**src/rtl/core/nqbfs_pkg.sv**
```systemverilog
// Shared constants and helper functions for the n-queens search core.
`timescale 1ns / 1ps

package nqbfs_pkg;

   // Defaults for the top-level parameters
   localparam int DEF_MAX_SIDE       = 8;
   localparam int DEF_FRONTIER_DEPTH = 2048;

   // Fixed field widths
   localparam int SIDE_W  = 4;
   localparam int COUNT_W = 16;

   localparam logic [COUNT_W-1:0] COUNT_MAX = {COUNT_W{1'b1}};

   // Bits needed to hold a column index on a board of max_side columns
   function automatic int col_width(input int max_side);
      int w;
      w = (max_side <= 1) ? 1 : $clog2(max_side);
      return w;
   endfunction

   // Bits needed to hold a queen count from 0 to max_side
   function automatic int depth_width(input int max_side);
      int w;
      w = $clog2(max_side + 1);
      return w;
   endfunction

   // Saturating increment of a result counter
   function automatic logic [COUNT_W-1:0] sat_inc(input logic [COUNT_W-1:0] v);
      logic [COUNT_W-1:0] r;
      r = (v == COUNT_MAX) ? v : v + COUNT_W'(1);
      return r;
   endfunction

endpackage

```
**src/rtl/core/nqbfs_safe_check.sv**
```systemverilog
// Attack test of one candidate square against the queens of a partial board.
`timescale 1ns / 1ps

module nqbfs_safe_check
   import nqbfs_pkg::*;
#(
   parameter int MAX_SIDE = DEF_MAX_SIDE
) (
   input  logic [depth_width(MAX_SIDE) + MAX_SIDE*col_width(MAX_SIDE)-1:0] board,
   input  logic [col_width(MAX_SIDE)-1:0]                                  cand_col,
   output logic                                                            safe
);

   localparam int COL_W = col_width(MAX_SIDE);
   localparam int DEP_W = depth_width(MAX_SIDE);
   localparam int SUM_W = DEP_W + 1;

   logic [DEP_W-1:0] row;
   logic [SUM_W-1:0] r_ext;
   logic [SUM_W-1:0] q_ext;
   logic [SUM_W-1:0] c_ext;
   logic [SUM_W-1:0] row_ext;
   logic             hit;

   assign row = board[DEP_W-1:0];

   // Compare the candidate with every placed queen in parallel
   always_comb begin
      hit     = 1'b0;
      c_ext   = SUM_W'(cand_col);
      row_ext = SUM_W'(row);
      r_ext   = '0;
      q_ext   = '0;
      for (int r = 0; r < MAX_SIDE; r++) begin
         r_ext = SUM_W'(r);
         q_ext = SUM_W'(board[DEP_W + r*COL_W +: COL_W]);
         if (r_ext < row_ext) begin
            if ((q_ext == c_ext) || (r_ext + q_ext == row_ext + c_ext) ||
                (r_ext + c_ext == row_ext + q_ext)) begin
               hit = 1'b1;
            end
         end
      end
      safe = ~hit;
   end

endmodule

```
**config.mk**
```make
export PLATFORM = sky130hd
export DESIGN_NAME = nqbfs_safe_check
export DESIGN_NICKNAME = d
export VERILOG_FILES = /design/src/rtl/core/nqbfs_pkg.sv /design/src/rtl/core/nqbfs_safe_check.sv
export SDC_FILE = /design/constraint.sdc
export NUM_CORES = 1
export LEC_CHECK = 0
export BUFFER_PORTS_ARGS = -buffer_cell sky130_fd_sc_hd__buf_2
export CAP_MARGIN = 10
export CORE_MARGIN = 2
export CORE_UTILIZATION = 50
export DETAILED_ROUTE_END_ITERATION = 8
export GPL_ROUTABILITY_DRIVEN = 0
export PLACE_DENSITY_LB_ADDON = 0.12
export SLEW_MARGIN = 10
export SYNTH_ARGS = -nofsm -noshare
export SYNTH_HDL_FRONTEND = slang
export SYNTH_SLANG_ARGS = --single-unit
export TNS_END_PERCENT = 1
```
**constraint.sdc**
```tcl
create_clock -name vclk -period 7.29
set_input_delay 2.187 -clock vclk [all_inputs]
set_output_delay 2.187 -clock vclk [all_outputs]
set_load 0.05 [all_outputs]
```
# Yosys cells after proc, flatten, opt, wreduce, memory -nomap -nowiden
# Index checks and enable logic that the tools add are counted.
# op_classes
muxes,16
add_sub_neg,23
bitwise,1
magnitude_cmp,8
eq_ne,24
n_reduce_logical,16
# ops
op,n
4-bit by 5-bit equality test with 1-bit output,14
4-bit by 3-bit adder with 5-bit output,9
"3-bit by 3-bit adder with 4-bit output, first input constant",8
3-bit equality test,8
"2-bit by 3-bit adder with 4-bit output, first input constant",4
1-bit logical OR,16
"3-bit by 4-bit less-than comparator with 1-bit output, first input constant",4
1-bit two-way mux,16
3-bit by 5-bit equality test with 1-bit output,2
"1-bit by 3-bit adder with 4-bit output, first input constant",2
"1-bit by 4-bit less-than comparator with 1-bit output, first input constant",2
"2-bit by 4-bit less-than comparator with 1-bit output, first input constant",2
1-bit NOT,1
# word_totals
wordCells,88
regBits,0
out_inout_bits,1
input_bits,31

# Longest topological paths before layout
# Gate-level depths: netlist of the first run.
# depth
depth_word,21
ltp_mapped,12
ltp_nobuf,10

# Least setup slack after synthesis of the first run
# Ideal clock, no wire load.
# synth_path
kind,input to output
from,in cand_col[1]
to,out safe
stages,11
t_required_ns,5.103
slack_ns,0.002
t_arrival_ns,5.101
n_path_buf,2
path_cell_list,clkbuf_1 -> buf_2 -> inv_1 -> fa_1 -> xor2_4 -> xnor2_1 -> nand4bb_1 -> o22ai_1 -> nor4_1 -> nand4_1 -> a211oi_2
# synth_via
elab_chain_len,21
word_cells_on_any_way,65
cone_classes,8 x add/sub; 24 x eq/ne; 16 x mux; 1 x bitwise; 16 x reduce/logical
# synth_rtl
element,line,text
"start, declared",nqbfs_safe_check.sv:10,"input logic [col_width(MAX_SIDE)-1:0] cand_col,"
4-bit by 3-bit adder with 5-bit output,nqbfs_safe_check.sv:38,if ((q_ext == c_ext) || (r_ext + q_ext == row_ext + c_ext) ||
3-bit by 5-bit equality test with 1-bit output,nqbfs_safe_check.sv:38,
1-bit logical OR (2 in series),nqbfs_safe_check.sv:38,
1-bit two-way mux,nqbfs_safe_check.sv:38,
1-bit two-way mux,nqbfs_safe_check.sv:37,if (r_ext < row_ext) begin
1-bit two-way mux,nqbfs_safe_check.sv:38,
1-bit two-way mux,nqbfs_safe_check.sv:37,
1-bit two-way mux,nqbfs_safe_check.sv:38,
[... 4 more ...],-,
1-bit two-way mux,nqbfs_safe_check.sv:37,
1-bit two-way mux,nqbfs_safe_check.sv:38,
1-bit two-way mux,nqbfs_safe_check.sv:37,
1-bit two-way mux,nqbfs_safe_check.sv:38,
1-bit two-way mux,nqbfs_safe_check.sv:37,
1-bit two-way mux,nqbfs_safe_check.sv:38,
1-bit two-way mux *,nqbfs_safe_check.sv:37,
1-bit NOT *,nqbfs_safe_check.sv:44,safe = ~hit;
"end, declared",nqbfs_safe_check.sv:11,output logic safe
# Mark *: on every way between the ends. The rest lies on a longest branch, timed or not.

# Worst setup path after layout of the first run
# layout_path
from,in board[1]
to,out safe
# layout_via
elab_chain_len,21
word_cells_on_any_way,66
cone_classes,9 x add/sub; 8 x order compare; 16 x eq/ne; 16 x mux; 1 x bitwise; 16 x reduce/logical
# layout_rtl
element,line,text
"start, declared",nqbfs_safe_check.sv:9,"input logic [depth_width(MAX_SIDE) + MAX_SIDE*col_width(MAX_SIDE)-1:0] board,"
4-bit by 3-bit adder with 5-bit output,nqbfs_safe_check.sv:38,
3-bit by 5-bit equality test with 1-bit output,nqbfs_safe_check.sv:38,
1-bit logical OR (2 in series),nqbfs_safe_check.sv:38,
1-bit two-way mux,nqbfs_safe_check.sv:38,
1-bit two-way mux,nqbfs_safe_check.sv:37,
1-bit two-way mux,nqbfs_safe_check.sv:38,
1-bit two-way mux,nqbfs_safe_check.sv:37,
1-bit two-way mux,nqbfs_safe_check.sv:38,
[... 4 more ...],-,
1-bit two-way mux,nqbfs_safe_check.sv:37,
1-bit two-way mux,nqbfs_safe_check.sv:38,
1-bit two-way mux,nqbfs_safe_check.sv:37,
1-bit two-way mux,nqbfs_safe_check.sv:38,
1-bit two-way mux,nqbfs_safe_check.sv:37,
1-bit two-way mux,nqbfs_safe_check.sv:38,
1-bit two-way mux *,nqbfs_safe_check.sv:37,
1-bit NOT *,nqbfs_safe_check.sv:44,
# Marked as above.

==> summary.md, run 1 <==
| Metric | Value |
|---|---|
| Synth unique cells | 47 |
| CLK BUF | 0 |
| Most frequent cells in the layout | xnor2_1 (53), ha_1 (40), xor2_1 (38), buf_2 (32), inv_1 (19) |
| Worst Setup End Kind | output pin |
| Max-Cap Viols | 0 |
| Die width | about 75 um |
| Static leakage | 1.25 nW |
| DRC violations left | 0 |
| Total I/O pin count | 32 |
| Fin crit share | between 90 and 100% |
| Post-synthesis sequential area ratio | 0% |
| Cell Chain, Critical Path | buf_2 -> ha_1 -> a21oi_1 -> o21ba_1 -> xnor2_4 -> mux2i_1 -> nor4_1 -> nand4_1 -> a211oi_2 -> buf_2 |
| Syn Area/Cell | between 8 and 9 um^2 |
| Global-route wire length before repair | roughly 11 mm |
| Setup_tns | 0 ns |
| CP max-delay cell | o21ba_1 |
| Final setup vio count | 0 |
| Slew Viols, Final | 0 |
| Slew @ Worst Pin | between 0.6 and 0.7 ns |
| # port buffers | 32 |
| Syn_nets | around 370 |
| DRT iter0 DRCs | approximately 110 |
| Pwr dens | around 90 nW/um^2 |
| F_max | 145 MHz |
| Status | complete, no violations |
| Cells after synthesis | just under 300 |
| Detail Route Antenna Nets | 0 |
| Ant diodes | 0 |
| Total grt overflow | 0 |
| Total track usage | approximately a quarter |
| Final nets | between 400 and 500 |
| WP buf/inv | 2 |
| Setup bufs post-CTS | 0 |
| Vias per Instance | 5.64 |
| Crit path time final | slightly below 7 ns |
| Area Growth Syn to Fin | 11.1% |
| DP Wirelength | between 5 and 6 mm |
| DIE AREA | about 5600 um^2 |
| Setup ws final | 0.396 ns |
| DP Worst Slack | 0.406 ns |
| Die height | 74.9 um |
| WL final | between 6 and 7 mm |
| Detailed Routing Iterations Pass 1 | 4 |
| Fill cell count | 462 |
| Routed len/inst | 16.1 um |
| Crit path launch type | input port |
| RSZ-0062 raised after global routing | false |
| Vias in the first global route | around 2200 |
| Starting Density | about 52% |
| Maximum VDD drop | ~0.054 mV |
| Setup CP Type | input port to output pin |
| Hold Vio Cnt, Final | 0 |
| Row count | 25 |
| Critical Path AT | 4.71 ns |
| Crit path max fanout | 8 |
| Mapped Area | 2510 um^2 |
| FFs & Latches | 0 |
| Layout cells sized above 1 | ~17% |
| Via count | 2221 |
| Number of cells upsized or downsized after cts | 0 |
| Hold-fix buffers, CTS | 0 |
| Worst endpoint required time | 5.10 ns |
| Most common cell after layout, fill and taps aside | xnor2_1 |
| Rel. slew slack | a little under three fifths |
| Delay-heaviest family, CP | compound AO/OA/AOI/OAI gates |
| CP dominant cell by count | buf_2 |
| Worst hold slack | just over 5 ns |
| Placed cell area | approximately 2800 um^2 |
| Fin area | 2790 um^2 |
| FF+latch area | 0 um^2 |
| Yosys Warn Count | 0 |
| Core Box Area | roughly 4800 um^2 |
| Worst path max stage delay | 0.53 ns |
| Hold Path Class | input port to output pin |
| Initial antenna violation count | 0 |
| Largest net degree at the start of global routing | 23 |
Yosys cell counts, drive strengths merged, types with 2 or more instances:
cell	instances	area [um^2]
nor3	8	40.0
ha	40	500
mux2i	3	30.0
fa	9	180
inv	19	71.3
nand4	10	62.6
o211ai	2	15.0
or3	2	12.5
nor2b	2	12.5
o22ai	4	25.0
o311ai	2	17.5
nor2	8	30.0
xnor3	3	67.6
o21ai	6	33.8
a2111oi	2	17.5
nand3	8	40.0
buf	10	60.1
a211oi	4	35.0
nand2	8	30.0
xor2	39	360
xnor2	55	508
a21o	7	52.6
nor4	6	37.5
a21oi	15	75.1
nand4bb	2	22.5
a32oi	3	26.3
a311oi	2	17.5
where the power goes:
part | internal [mW] | switching [mW] | leakage (nW)
combinational | 0.118 | 0.134 | 1.25
clock | 0 | 0 | 0
sequential | 0 | 0 | 0
worst min-delay path: stages:
cell      delay [ns]
buf_2           0.12
xnor2_1         0.12
a32oi_1         0.12
o22ai_1         0.17
a211oi_2        0.06
buf_2           0.21
cell families after synthesis:
group,Yosys count,synth area share (%)
compound gates,52,14.4
xor+xnor,98,38.2
fa+ha+maj,49,27.1
buf+inv,31,5.53
mux,4,1.64
simple gates,59,13.1
layout make-up:
cell class / instances / area (um^2) / share of cell area (%)
inverters: 20 / 75.1 / 2.69
well taps: 67 / 83.8 / 3.01
multi-input cells: 262 / 2370 / 85.1
repair buffers: 45 / 258 / 9.24
worst paths after layout:
kind / slack, ns / cells after the start / to / startpoint
max: 0.40 / 10 / safe / board[1]
min: 5.17 / 6 / safe / board[6]
per-stage QoR:
stage | total power, mW | util [%] | cells
2_1_floorplan | 0.188 | - | 293
3_3_place_gp | 0.249 | 58.3 | 394
3_5_place_dp | 0.251 | 58.3 | 394
4_1_cts | 0.252 | 58.3 | 394
5_1_grt | 0.278 | 58.3 | 394
6_report | 0.252 | 58.3 | 394
per-layer routing:
| layer | up-vias | wire (um) | GRT usage (%) |
|---|---|---|---|
| met5 | - | 0 | 0 |
| met4 | 0 | 106 | 2.38 |
| met3 | 11 | 275 | 0.535 |
| met2 | 56 | 2990 | 42.9 |
| met1 | 1042 | 2990 | 34.4 |
| li1 | 1112 | - | - |
No activity file was read; power rests on OpenSTA's default activity.
==> run 2: changes to the inputs <==
--- a/config.mk
+++ b/config.mk
@@ -5,6 +5,7 @@
 export SDC_FILE = /design/constraint.sdc
 export NUM_CORES = 1
 export LEC_CHECK = 0
+export ABC_AREA = 1
 export BUFFER_PORTS_ARGS = -buffer_cell sky130_fd_sc_hd__buf_2
 export CAP_MARGIN = 10
 export CORE_MARGIN = 2
==> run 2 against run 1 <==
Routed wire length increased by 19%. First-iteration DRC count grew 65%. Count of clock-buffer cells in the layout unchanged. Largest power group unchanged. Core utilization fell by 2.3 points.
==> summary.md, run 2 <==
| Metric | Value |
|---|---|
| Status | complete, no violations |
| Critical Path AT | 4.58 ns (-0.13 ns) |
| Final setup vio count | 0 (unchanged) |
| Static leakage | 1.79 nW (+43%) |
| Fin crit share | 92.8% (-1.7 points) |
| Max-Cap Viols | 0 (unchanged) |
| Cells after synthesis | 484 (+65%) |
| Worst Hold Depth | 5 (-1) |
| Detailed Routing Iterations Pass 1 | 4 (unchanged) |
| Layout cells sized above 1 | 11.0% (-5.6 points) |
| Pwr dens | 84.8 nW/um^2 (-6.2%) |
| Die width | 80.0 um (+6.9%) |
| Post-synthesis xor/xnor area fraction | 19.7% (-19 points) |
| Via count | 2951 (+33%) |
| Internal power | 0.104 mW (-12%) |
| Net Sw Frac | 60.6% (+7.3 points) |
| Crit path from | board[0] |
| Synth cell count leaders | nand2_1 (154), inv_1 (63), nand3_1 (58), ha_1 (40), nor2_1 (39) |
| DIE AREA | 6400 um^2 (+14%) |
| NetSw | 0.159 mW (+19%) |
| Setup_tns | 0 ns (unchanged) |
| Syn_nets | 564 (+51%) |
| Vias per Instance | 5.06 (-10%) |
| Largest family of logic cells by synthesized area | simple AND/OR/NAND/NOR gates |
| Total I/O pin count | 32 (unchanged) |
| Slew @ Worst Pin | 0.531 ns (-0.105 ns) |
| Yosys Warn Count | 0 (unchanged) |
| Total track usage | 24.9% (+0.61 points) |
| DP Worst Slack | 0.561 ns (+0.155 ns) |
| Crit path launch type | input port |
| Synth top area cells | nand2_1 (20%), ha_1 (17%), xnor2_1 (12%) |
| Post-synthesis sequential area ratio | 0% (unchanged) |
| Most frequent cell after synthesis | nand2_1 |
| Worst hold slack | 5.06 ns (-0.118 ns) |
| Crit path max fanout | 6 (-2) |
| F_max | 148 MHz (+1.9%) |
| Hold-fix buffers, CTS | 0 (unchanged) |
| Synth top area share | 20.0% (+0.078 points) |
| Fin area | 3100 um^2 (+11%) |
| Routed len/inst | 13.0 um (-19%) |
| Largest net degree at the start of global routing | 22 (-4.3%) |
| Slew Viols, Final | 0 (unchanged) |
| Global-route wire length before repair | 13.0 mm (+22%) |
| Starting Density | 52.1% (-0.33 points) |
| Most frequent cells in the layout | nand2_1 (154), inv_1 (63), nand3_1 (58), ha_1 (40), nor2_1 (39) |
| Core Box Area | 5540 um^2 (+16%) |
| Hold Path Class | input port to output pin |
| Worst endpoint required time | 5.10 ns (about the same) |
| Mux cell area share after synthesis | 0% (-1.6 points) |
| Mapped Area | 2890 um^2 (+15%) |
| Post-synthesis compound-gate area fraction | 3.98% (-10 points) |
| Setup ws final | 0.523 ns (+0.127 ns) |
| Synth unique cells | 26 (-45%) |
| Adder-Cell Fraction of Synth Area | 23.6% (-3.5 points) |
| RSZ-0062 raised after global routing | false |
| Initial antenna violation count | 0 (unchanged) |
| Row count | 27 (+8.0%) |
| Area Growth Syn to Fin | 7.41% |
| Maximum VDD drop | 0.0353 mV (-34%) |
| DRC violations left | 0 (unchanged) |
| FFs & Latches | 0 (unchanged) |
| Gate power share | 100.0% (about the same) |
| Placed cell area | 3100 um^2 (+11%) |
| Most common cell after layout, fill and taps aside | nand2_1 |
| Post-Route Utilization | 56.0% (-2.3 points) |
| Clock share of power | 0% (unchanged) |
| Seq pwr share | 0% (unchanged) |
| Rel. slew slack | 64.6% (+7.5 points) |
| Detail Route Antenna Nets | 0 (unchanged) |
| FF+latch area | 0 um^2 (unchanged) |
| CLK BUF | 0 (unchanged) |
| Worst Setup End Kind | output pin |
| Crit path time final | 6.77 ns (-0.127 ns) |
| Dominant cell type by area after synthesis | nand2_1 |
| Vias in the first global route | 2800 (+28%) |
| DRT iter0 DRCs | 183 (+65%) |
| DP Wirelength | 5.96 mm (+17%) |
| Total grt overflow | 0 (unchanged) |
| WL final | 7.58 mm (+19%) |
| Die height | 80.0 um (+6.9%) |
| Number of cells upsized or downsized after cts | 0 (unchanged) |
| CP endpoint | safe |
| Final nets | 593 (+45%) |
| Simple-Gate Fraction of Synth Area | 41.2% (+28 points) |
| # port buffers | 32 (unchanged) |
| Syn Area/Cell | 5.97 um^2 (-30%) |
| Setup bufs post-CTS | 0 (unchanged) |
| Hold Vio Cnt, Final | 0 (unchanged) |
| Setup CP Type | input port to output pin |
| Ant diodes | 0 (unchanged) |
==> run 2: changes by cell type in the layout (fill, tap and decap cells not counted), sizes merged, moves of 12 or more <==
cell,before,now
nand2,8,160
nand3,8,62
inv,19,67
nor2,8,40
xnor2,55,38
xor2,39,27
==> run 2: worst max-delay path, stage by stage <==
cell and delay, ns:
buf_2 0.18, ha_1 0.23, inv_1 0.07, fa_1 0.43, inv_1 0.10, nand2_2 0.08, nand2_1 0.10, nand2_2 0.11
inv_2 0.13, nor2_1 0.06, nand2_1 0.06, nor2_1 0.04, nor2_1 0.16, nand2_1 0.08, nor2_1 0.09, nand3_1 0.09
a21oi_2 0.12, buf_2 0.27
==> run 2: worst min path at each step <==
stage	to	slack, ns	start
final	safe	5.06	board[1]
after global routing	safe	5.12	board[1]
after CTS	safe	5.08	board[1]
after detailed placement	safe	5.08	board[1]
after global placement	safe	5.06	board[1]
after floorplan	safe	4.60	board[1]
==> run 2: final cells by class <==
cell class / instances / area, um^2
well taps: 72 / 90.1
multi-input cells: 406 / 2560
inverters: 67 / 251
fillers: 596 / 2440
repair buffers: 38 / 205
==> run 2: cell families after synthesis <==
logic type,count (synthesis)
simple gates,271
buf+inv,78
compound gates,21
fa+ha+maj,49
xor+xnor,65
==> run 2: through the flow <==
stage | total power [mW] | std cells
finish | 0.263 | 583
global route | 0.301 | 583
CTS | 0.262 | 583
detailed placement | 0.261 | 583
global placement | 0.258 | 583
floorplan | 0.199 | 484
==> run 2: power groups by stage <==
stage | logic, mW | registers [mW] | clock network (mW)
final | 0.263 | 0 | 0
after global routing | 0.301 | 0 | 0
after CTS | 0.262 | 0 | 0
after detailed placement | 0.261 | 0 | 0
after global placement | 0.258 | 0 | 0
after floorplan | 0.199 | 0 | 0
==> run 2: per-layer routing <==
layer	GRT usage (%)	wire, um	vias to the layer above
li1	-	-	1579
met1	33.7	3610	1292
met2	44.3	3520	74
met3	1.24	380	6
met4	3.73	72	0
met5	0	0	-
==> run 3: changes to the inputs <==
--- a/config.mk
+++ b/config.mk
@@ -12,6 +12,7 @@
 export CORE_UTILIZATION = 50
 export DETAILED_ROUTE_END_ITERATION = 8
 export GPL_ROUTABILITY_DRIVEN = 0
+export MAX_ROUTING_LAYER = met4
 export PLACE_DENSITY_LB_ADDON = 0.12
 export SLEW_MARGIN = 10
 export SYNTH_ARGS = -nofsm -noshare
==> constraint.sdc (replaced) <==
create_clock -name vclk -period 7.29
set_input_delay 1.0935 -clock vclk [all_inputs]
set_output_delay 1.0935 -clock vclk [all_outputs]
set_load 0.05 [all_outputs]
==> run 3 against run 2 <==
Maximum frequency is 36% higher. Worst hold slack worse by 2.1 ns. Final cell count is 1.0% lower. Count of clock-buffer cells in the layout stayed put. Routed wire length is 2.0% lower. Combinational power is 2% lower. Global-route usage is 0.38 points higher. Power is 1.6% lower. Worst setup slack better by 1.8 ns. Flip-flop and latch count stayed put. Die area stayed put. Critical path type unchanged. Critical endpoint unchanged. Highest routed layer unchanged.
==> summary.md, run 3 (same netlist as run 2, synthesis figures left out) <==
| Metric | Value |
|---|---|
| Final nets | 587 (-1.0%) |
| Slew @ Worst Pin | 0.613 ns (+0.0816 ns) |
| Post-Route Utilization | 55.2% (-0.81 points) |
| Hold Vio Cnt, Final | 0 (unchanged) |
| Worst endpoint required time | 6.20 ns (+1.10 ns) |
| Worst hold slack | 2.94 ns (-2.11 ns) |
| Setup ws final | 2.31 ns (+1.79 ns) |
| Internal power | 0.101 mW (-2.3%) |
| Fin crit share | 68.2% (-25 points) |
| Worst Setup End Kind | output pin |
| FFs & Latches | 0 (unchanged) |
| Core Box Area | 5540 um^2 (unchanged) |
| Die width | 80.0 um (unchanged) |
| Row count | 27 (unchanged) |
| Layout Cells excl Fill | 577 (-1.0%) |
| Die height | 80.0 um (unchanged) |
| Most common cell after layout, fill and taps aside | nand2_1 |
| Number of cells upsized or downsized after cts | 0 (unchanged) |
| Max-Cap Viols | 0 (unchanged) |
| Status | complete, no violations |
| Via count | 2915 (-1.2%) |
| F_max | 201 MHz (+36%) |
| DRC violations left | 0 (unchanged) |
| CLK BUF | 0 (unchanged) |
| Crit path launch type | input port |
| Placed insts | 577 (-1.0%) |
| Initial antenna violation count | 0 (unchanged) |
| Detail Route Antenna Nets | 0 (unchanged) |
| DP Wirelength | 5.76 mm (-3.4%) |
| Hold path start | board[2] |
| Worst Hold Depth | 5 (unchanged) |
| Most frequent cells in the layout | nand2_1 (154), inv_1 (63), nand3_1 (58), ha_1 (40), nor2_1 (39) |
| Critical Path AT | 3.88 ns (-0.70 ns) |
| Hold Crit Endpoint | safe |
| Pwr dens | 84.7 nW/um^2 (-0.14%) |
| Starting Density | 52.1% (unchanged) |
| Layout cells sized above 1 | 9.90% (-1.1 points) |
| Ant diodes | 0 (unchanged) |
| Total track usage | 25.3% (+0.38 points) |
| FF+latch area | 0 um^2 (unchanged) |
| Crit path max fanout | 17 (+11) |
| Total I/O pin count | 32 (unchanged) |
| Clock share of power | 0% (unchanged) |
| DRT iter0 DRCs | 118 (-36%) |
| Area Growth Syn to Fin | 5.85% |
| Hold Path Class | input port to output pin |
| Vias per Instance | 5.05 (-0.19%) |
| RSZ-0062 raised after global routing | false |
| Slew Viols, Final | 0 (unchanged) |
| Detailed Routing Iterations Pass 1 | 4 (unchanged) |
| DP Worst Slack | 2.29 ns (+1.73 ns) |
| Global-route wire length before repair | 12.8 mm (-1.7%) |
| DIE AREA | 6400 um^2 (unchanged) |
| Vias in the first global route | 2765 (-1.3%) |
| WL final | 7.43 mm (-2.0%) |
| Static leakage | 1.76 nW (-1.6%) |
| Rel. slew slack | 59.2% (-5.4 points) |
| NetSw | 0.158 mW (-1.1%) |
| Gate power share | 100.0% (about the same) |
| Setup CP Type | input port to output pin |
| Fill cell count | 607 (+1.8%) |
| Routed len/inst | 12.9 um (-0.95%) |
| Setup_tns | 0 ns (unchanged) |
| Setup bufs post-CTS | 0 (unchanged) |
| # port buffers | 32 (unchanged) |
| Largest net degree at the start of global routing | 24 (+9.1%) |
| Total grt overflow | 0 (unchanged) |
| Final setup vio count | 0 (unchanged) |
| Maximum VDD drop | 0.0358 mV (+1.6%) |
| Crit path time final | 4.98 ns (-1.79 ns) |
| Hold-fix buffers, CTS | 0 (unchanged) |
| Seq pwr share | 0% (unchanged) |
| Net Sw Frac | 60.9% (+0.28 points) |
run 3: cell count changes in the layout (fill, tap and decap cells not counted), sizes merged:
cell	delta
buf	-6
run 3: stage by stage:
step	cell area, um^2	power, mW
detailed placement	3060	0.258
finish	3060	0.259
CTS	3060	0.259
global placement	3060	0.254
global route	3060	0.296
floorplan	2890	0.199
run 3: final cells by class:
cell class | instances | area [um^2] | share of cell area, %
multi-input cells | 406 | 2560 | 83.6
inverters | 67 | 251 | 8.22
repair buffers | 32 | 160 | 5.24
well taps | 72 | 90.1 | 2.95
run 3: how the worst max path moves through the flow:
stage                 from   end  slack [ns]  cells after the start
2_1_floorplan  cand_col[1]  safe        2.90                     14
3_3_place_gp      board[1]  safe        2.34                     14
3_5_place_dp      board[1]  safe        2.29                     14
4_1_cts           board[1]  safe        2.28                     14
5_1_grt           board[1]  safe        2.04                     13
6_report          board[1]  safe        2.31                     14
run 3: power by group through the flow:
| stage | clock network, mW | logic, mW | registers [mW] |
|---|---|---|---|
| floorplan | 0 | 0.199 | 0 |
| global placement | 0 | 0.254 | 0 |
| detailed placement | 0 | 0.258 | 0 |
| CTS | 0 | 0.259 | 0 |
| global route | 0 | 0.296 | 0 |
| finish | 0 | 0.259 | 0 |
run 3: layer usage:
layer	up-vias	share of wire [%]	track usage, %	wire length [um]
li1	1559	-	-	-
met1	1306	46	31.3	3450
met2	48	49	47.3	3670
met3	2	4.1	1.02	308
met4	0	0.19	1.86	14
met5	-	0	-	0
run 3: critical path: stages:
cell     delay [ns]
buf_2          0.42
inv_1          0.32
fa_1           0.88
xnor2_1        0.13
nand2_1        0.08
nor2_1         0.04
nand2_1        0.06
nor2_1         0.04
nor2_1         0.14
nand2_1        0.07
nor2_1         0.10
nand3_1        0.10
a21oi_2        0.12
buf_2          0.27
